<file path="src/design/sbb_pkg.sv">
// Shared constants, types and the divide-by-three helper for the 3x3 box blur.
// Depends on nothing; every other file of the block imports it.
package sbb_pkg;

  localparam int MAX_WIDTH_DEF = 2048;

  localparam int PIX_W = 16;
  localparam int FW_W  = 12;
  localparam int FH_W  = 16;
  localparam int CFG_IDX_W  = 2;
  localparam int CFG_DATA_W = 16;

  localparam logic [FW_W-1:0] FW_RESET = 12'd2048;
  localparam logic [FH_W-1:0] FH_RESET = 16'd1080;

  localparam logic [CFG_IDX_W-1:0] REG_FRAME_WIDTH  = 2'd0;
  localparam logic [CFG_IDX_W-1:0] REG_FRAME_HEIGHT = 2'd1;

  // Reciprocal of three, exact for every 16-bit dividend after a shift by 17.
  localparam logic [31:0] RECIP3 = 32'd43691;

  typedef logic [PIX_W-1:0] pix_t;

  typedef struct packed {
    logic col_ge2;
    logic row_ge2;
    logic frame_end;
  } pos_flags_t;

  function automatic pix_t div3(input pix_t s);
    logic [31:0] prod;
    prod = {16'b0, s} * RECIP3;
    return {1'b0, prod[31:17]};
  endfunction

  function automatic pix_t add3(input pix_t a, input pix_t b, input pix_t c);
    logic [PIX_W+1:0] full;
    full = {2'b0, a} + {2'b0, b} + {2'b0, c};
    return full[PIX_W-1:0];
  endfunction

endpackage

</file>
<file path="src/design/sbb_pos.sv">
// Column and row counters of the incoming pixel stream with the frame flags.
// Depends on sbb_pkg.
module sbb_pos
  import sbb_pkg::*;
#(
  parameter int MAX_WIDTH = MAX_WIDTH_DEF,
  parameter int CW = $clog2(MAX_WIDTH)
) (
  input  logic            clk,
  input  logic            rst_n,
  input  logic            advance,
  input  logic [FW_W-1:0] frame_width,
  input  logic [FH_W-1:0] frame_height,
  output logic [CW-1:0]   col,
  output pos_flags_t      flags
);

  localparam int WW = ((CW > FW_W) ? CW : FW_W) + 1;

  logic [CW-1:0]   col_r, col_nxt;
  logic [FH_W-1:0] row_r, row_nxt;
  logic [WW-1:0]   fw_ext, eff_w;
  logic [FH_W-1:0] eff_h;
  logic            last_col, last_row;

  always_comb begin
    fw_ext = WW'(frame_width);
    if (fw_ext < WW'(3)) begin
      eff_w = WW'(3);
    end else if (fw_ext > WW'(MAX_WIDTH)) begin
      eff_w = WW'(MAX_WIDTH);
    end else begin
      eff_w = fw_ext;
    end
    eff_h = (frame_height < 16'd3) ? 16'd3 : frame_height;
    last_col = WW'(col_r) >= (eff_w - WW'(1));
    last_row = row_r >= (eff_h - 16'd1);
  end

  always_comb begin
    col_nxt = col_r;
    row_nxt = row_r;
    if (advance) begin
      if (last_col) begin
        col_nxt = '0;
        row_nxt = last_row ? '0 : row_r + 16'd1;
      end else begin
        col_nxt = col_r + CW'(1);
      end
    end
  end

  always_ff @(posedge clk) begin
    if (!rst_n) begin
      col_r <= '0;
      row_r <= '0;
    end else begin
      col_r <= col_nxt;
      row_r <= row_nxt;
    end
  end

  assign col             = col_r;
  assign flags.col_ge2   = col_r >= CW'(2);
  assign flags.row_ge2   = row_r >= 16'd2;
  assign flags.frame_end = last_col && last_row;

endmodule

</file>
<file path="config.mk">
export PLATFORM = sky130hd
export DESIGN_NAME = sbb_pos
export DESIGN_NICKNAME = d
export VERILOG_FILES = /design/src/design/sbb_pkg.sv /design/src/design/sbb_pos.sv
export SDC_FILE = /design/constraint.sdc
export NUM_CORES = 1
export LEC_CHECK = 0
export BUFFER_PORTS_ARGS = -buffer_cell sky130_fd_sc_hd__buf_2
export CORE_ASPECT_RATIO = 0.8
export CORE_MARGIN = 2
export CORE_UTILIZATION = 60
export CTS_CLUSTER_SIZE = 40
export DETAILED_ROUTE_END_ITERATION = 10
export HOLD_SLACK_MARGIN = 0.03
export PLACE_DENSITY = 0.92
export SLEW_MARGIN = 5
export SYNTH_ARGS = -nofsm -noshare
export SYNTH_HDL_FRONTEND = slang
export SYNTH_SLANG_ARGS = --single-unit
</file>
<file path="constraint.sdc">
create_clock -name clk -period 9.7 [get_ports clk]
set_clock_uncertainty 0.2 [all_clocks]
set_input_delay 0.97 -clock clk [delete_from_list [all_inputs] [get_ports clk]]
set_output_delay 0.97 -clock clk [all_outputs]
set_load 0.01 [all_outputs]
</file>
After elaboration in Yosys (flattened, before gate mapping)

Cells that the tools add are included.
W data, S select, Z words.

Add/sub/neg operators: 4
Multiply operators: 0
Div/mod/pow operators: 0
Order comparisons: 7
Equality and inequality tests: 0
Shift-type cells: 0
Muxes and demuxes: 5
Bitwise logic cells: 0
Reduce and logical (&&, ||, !) cells: 2

Operator list:

| cell                    | number |
|---|---|
| $mux W16                | 2 |
| $mux W12                | 2 |
| $add A16 B1 Y16 const B | 1 |
| $ge A16 B16 Y1          | 1 |
| $ge A16 B2 Y1 const B   | 1 |
| $lt A16 B2 Y1 const B   | 1 |
| $sub A16 B1 Y16 const B | 1 |
| $ge A11 B13 Y1          | 1 |
| $sub A13 B1 Y13 const B | 1 |
| $gt A12 B12 Y1 const B  | 1 |
| $lt A12 B2 Y1 const B   | 1 |
| $add A11 B1 Y11 const B | 1 |
| $ge A11 B2 Y1 const B   | 1 |
| $mux W11                | 1 |
| $reduce_and A2 Y1       | 1 |
| $logic_and A1 B1 Y1     | 1 |

Flip-flop bits (word level): 27
Latch bits: 0
Bits in writable memories: 0
ROM bits: 0
Bits of input ports: 31
Memories kept: 0

Longest topological paths before layout

Word-level depth: 6
Gate-level depth with buffers: 18
Depth with buffers taken out: 16

Least setup slack after synthesis

Ideal clock, no wire load.

Path kind: in2out
Start: input frame_width[5]
End: output flags[0] in the netlist's numbering
Arrival time: 3.920 ns
Data required time: 8.530 ns
Path slack: 4.610 ns
Stages on the path: 16
Path through: or4_4 > nor3_4 > nand2_1 > nor2_1 > o21ai_0 > ha_1 > buf_2 > o21ai_0 > o31ai_1 > o22a_1 > ha_1 > a22o_1 > o22ai_1 > a41oi_2 > nor2b_1 > nor2b_1

RTL lines:

| item               | line          | text |
|---|---|---|
| start: declaration | sbb_pos.sv:12 | `input logic [FW_W-1:0] frame_width,` |
| end: declaration   | sbb_pos.sv:15 | `output pos_flags_t flags` |

==> metrics.log <==
INFO  metric synth_fp_nets = 393
INFO  metric mostFrequentLayoutCells = buf_2 (44), nand3_1 (37), nor2_1 (33), ha_1 (33), dfxtp_1 (27)
INFO  metric cp.arrival = 4520 ps
INFO  metric detailed_place_hpwl = 5150 µm
INFO  metric cp.buffers_inverters = 2
INFO  metric period_share = 0.586
INFO  metric crit_slowest_cell = or4_4
INFO  metric antenna_violations_before_repair = 0
INFO  metric cpLargestDelayFamily = simple AND/OR/NAND/NOR gates
INFO  metric timing.final.crit_period = 5690 ps
INFO  metric drt_pass1_iterations = 5
INFO  metric finish.net_count = 433
INFO  metric clk_root_buffer_cell = clkbuf_8
INFO  metric grt_start_max_net_pins = 19
INFO  metric die-height = 63.3 µm
INFO  metric setup-tns-final = 0 ps
INFO  metric fraction_of_synthesized_cell_area_in_xor_and_xnor_cells = 0.0797
INFO  metric number_of_fill_cells = 338
INFO  metric power_report.internal_total = 0.000165 W
INFO  metric floorplan.initialDensity = 0.627
INFO  metric final-max-slew-violation-count = 0
INFO  metric ctsResizeCount = 0
INFO  metric critical_path_required = 8530 ps
INFO  metric power.share.sequential = 0.489
INFO  metric report.final.setup_viol = 0
INFO  metric design.core.area = 0.00420 mm²
INFO  metric dp_worst_setup_slack = 4070 ps
INFO  metric clockPowerShare = 0.276
INFO  metric die_area = 0.00494 mm²
INFO  metric num_vias = 2,708
INFO  metric antenna_cells = 0
INFO  metric die_x = 78.1 µm
INFO  metric p_sw = 0.0000712 W
INFO  metric p_comb_frac = 0.235
INFO  metric number_of_different_library_cells_in_the_post_synthesis_netlist = 60
INFO  metric track_usage = 0.274
INFO  metric run_status = finished, final reports clean
INFO  metric cts_buffer_depth = 2
INFO  metric post-cts-setup-buffer-count = 0
INFO  metric finalHoldViolations = 0
INFO  metric crit_path_max_incr_delay = 570 ps
INFO  metric post_cts_hold_fix_bufs = 0
INFO  metric synth_compound_area_frac = 0.216
INFO  metric clock_sinks = 27
INFO  metric i_o_pin_total = 45
INFO  metric maxCapViolations = 0
INFO  metric synth_ff_type = dfxtp_1
INFO  metric viasPerCell = 6.37
INFO  metric worst_ir_drop_on_vdd = 105 µV
INFO  metric max_freq = 176 MHz
INFO  metric gpl.final_weighted_congestion = 0.938
INFO  metric grt_pass1_vias = 2,498
INFO  metric areal_power_density_over_the_cells = 80.8 mW/mm²
INFO  metric worst_hold_path_type = reg -> reg
INFO  metric share_of_synthesized_cell_area_in_and_or_nand_and_nor_gates = 0.313
INFO  metric yosysSeqAreaShare = 0.205
INFO  metric remaining_drc_errors = 0
INFO  metric antenna_violating_nets_post_route = 0
INFO  metric crit_path_max_fanout = 8
INFO  metric synth-seq-cells = 27
INFO  metric count_of_input_and_output_buffers = 44
INFO  metric grt_setup_unrepaired = no
INFO  metric tritoncts_clock_tree = yes
INFO  metric multiplexer_area_fraction_after_synthesis = 0
INFO  metric synth_top_family_by_area = simple AND/OR/NAND/NOR gates
INFO  metric cts.reportedPaths.clkPinSlew = 90 ps
INFO  metric synthesis.instances = 329
INFO  metric first_iter_violations = 234
INFO  metric routed_wire_length_per_instance = 15.6 µm
INFO  metric synth_adder_area_share = 0.157
INFO  metric power_switching_share = 0.301
INFO  metric htree_num_levels = 1
INFO  metric relSlewSlack = 0.494
INFO  metric timing_worst_setup_path_type = in -> out
INFO  metric worst_pin_slew = 756 ps
INFO  metric critPathCaptureType = primary output
INFO  metric grt_first_pass_wirelength = 11,200 µm
INFO  metric post_synthesis_to_final_layout_area_growth = 10.8%
INFO  metric totalWireLength = 6630 µm
INFO  metric synth_area = 0.00264 mm²
INFO  metric final_common_cell = buf_2
INFO  metric async_flop_share = 0
INFO  metric path_cells = buf_2 > or4_4 > nor3_4 > nand2_1 > nor2_1 > o21ai_0 > ha_1 > o21ai_0 > o31ai_1 > o22a_1 > ha_1 > a22o_1 > o22ai_1 > a41oi_2 > nor2b_1 > nor2b_1 > buf_2
INFO  metric post_synth_edffs = 0
INFO  metric leakage = 1.25 nW
INFO  metric synth_warnings = 0
INFO  metric synthesis.area_per_instance = 8.01 µm²
INFO  metric row_count = 21
INFO  metric clk_latency = 270 ps
INFO  metric tritoncts.num_buffers = 3
INFO  metric globalRouteOverflowTotal = 0
INFO  metric final_layout_size_suffix_gt1_frac = 0.168
INFO  metric worst_setup_path_start_kind = input pin
INFO  metric setup_ws = 4010 ps
[worst min-delay path: stages (launching register included)]
cell and delay, ps:
dfxtp_1 370, nand3_1 90, nand3_1 60
[cell type report]
type / count / area [µm²] / share of cell area
Inverter: 7 / 26.3 / 0.00899
Clock buffer: 4 / 45.0 / 0.0154
Sequential cell: 27 / 541 / 0.185
Timing Repair Buffer: 44 / 220 / 0.0754
Multi-Input combinational cell: 286 / 2020 / 0.691
Tap cell: 57 / 71.3 / 0.0244
[path summary, 6_finish.rpt]
path	startpoint	to	slack, ps	cells after the start
worst max-delay path	frame_width[5]	flags[0]	4010	17
worst min-delay path	row_r[11]	row_r[11]	360	2
worst max register to register	row_r[5]	row_r[10]	6720	7
worst min register to register	row_r[11]	row_r[11]	360	2
[stage by stage]
stage                     utilization  instances  hold slack, ps  cell area, µm²  total power [W]
final                           0.695        425             356            2920         0.000236
after global routing            0.695        425             388            2920         0.000247
after CTS                       0.695        425             357            2920         0.000236
after detailed placement        0.684        421             335            2880         0.000172
after global placement          0.684        421             334            2880         0.000170
after floorplan                     -        329             289            2640         0.000152
[cells in the mapped netlist, types with 6 or more instances]
| master | instances | area (µm²) |
|---|---|---|
| xnor2_1 | 14 | 123 |
| a21oi_1 | 15 | 75.1 |
| ha_1 | 33 | 413 |
| dfxtp_1 | 27 | 541 |
| nand2_1 | 24 | 90.1 |
| nand3_1 | 37 | 185 |
| nor4_1 | 9 | 56.3 |
| xor2_1 | 10 | 87.6 |
| inv_1 | 7 | 26.3 |
| nand4_1 | 8 | 50.1 |
| a31oi_1 | 6 | 37.5 |
| o31ai_1 | 6 | 45.0 |
| nor2_1 | 33 | 124 |
| nor2b_1 | 6 | 37.5 |
| nor3_1 | 10 | 50.1 |
[layer usage]
layer | track usage | up-vias | wire (µm)
li1 | - | 1323 | -
met2 | 0.425 | 108 | 3010
met1 | 0.394 | 1269 | 3070
met5 | 0 | - | 0
met4 | 0.0570 | 0 | 54
met3 | 0.0573 | 8 | 489
[kinds of logic after synthesis]
| logic type | after synthesis |
|---|---|
| DFF | 27 |
| buffers and inverters | 16 |
| and+or+nand+nor | 155 |
| adders and majority gates | 33 |
| AOI/OAI and AO/OA | 74 |
| xor gates and xnor gates | 24 |
[power groups by stage]
stage | combinational, W | sequential, W | clock [W]
after floorplan | 0.0000340 | 0.000118 | 0
after global placement | 0.0000516 | 0.000118 | 0
after detailed placement | 0.0000543 | 0.000118 | 0
after CTS | 0.0000546 | 0.000115 | 0.0000656
after global routing | 0.0000616 | 0.000116 | 0.0000698
final | 0.0000554 | 0.000116 | 0.0000652
[sequential cells by signal, summed over array words and instances (netlist names)]
name	cells
row_r	16
col	11
Note: power is estimated with default switching activity, not from simulation.
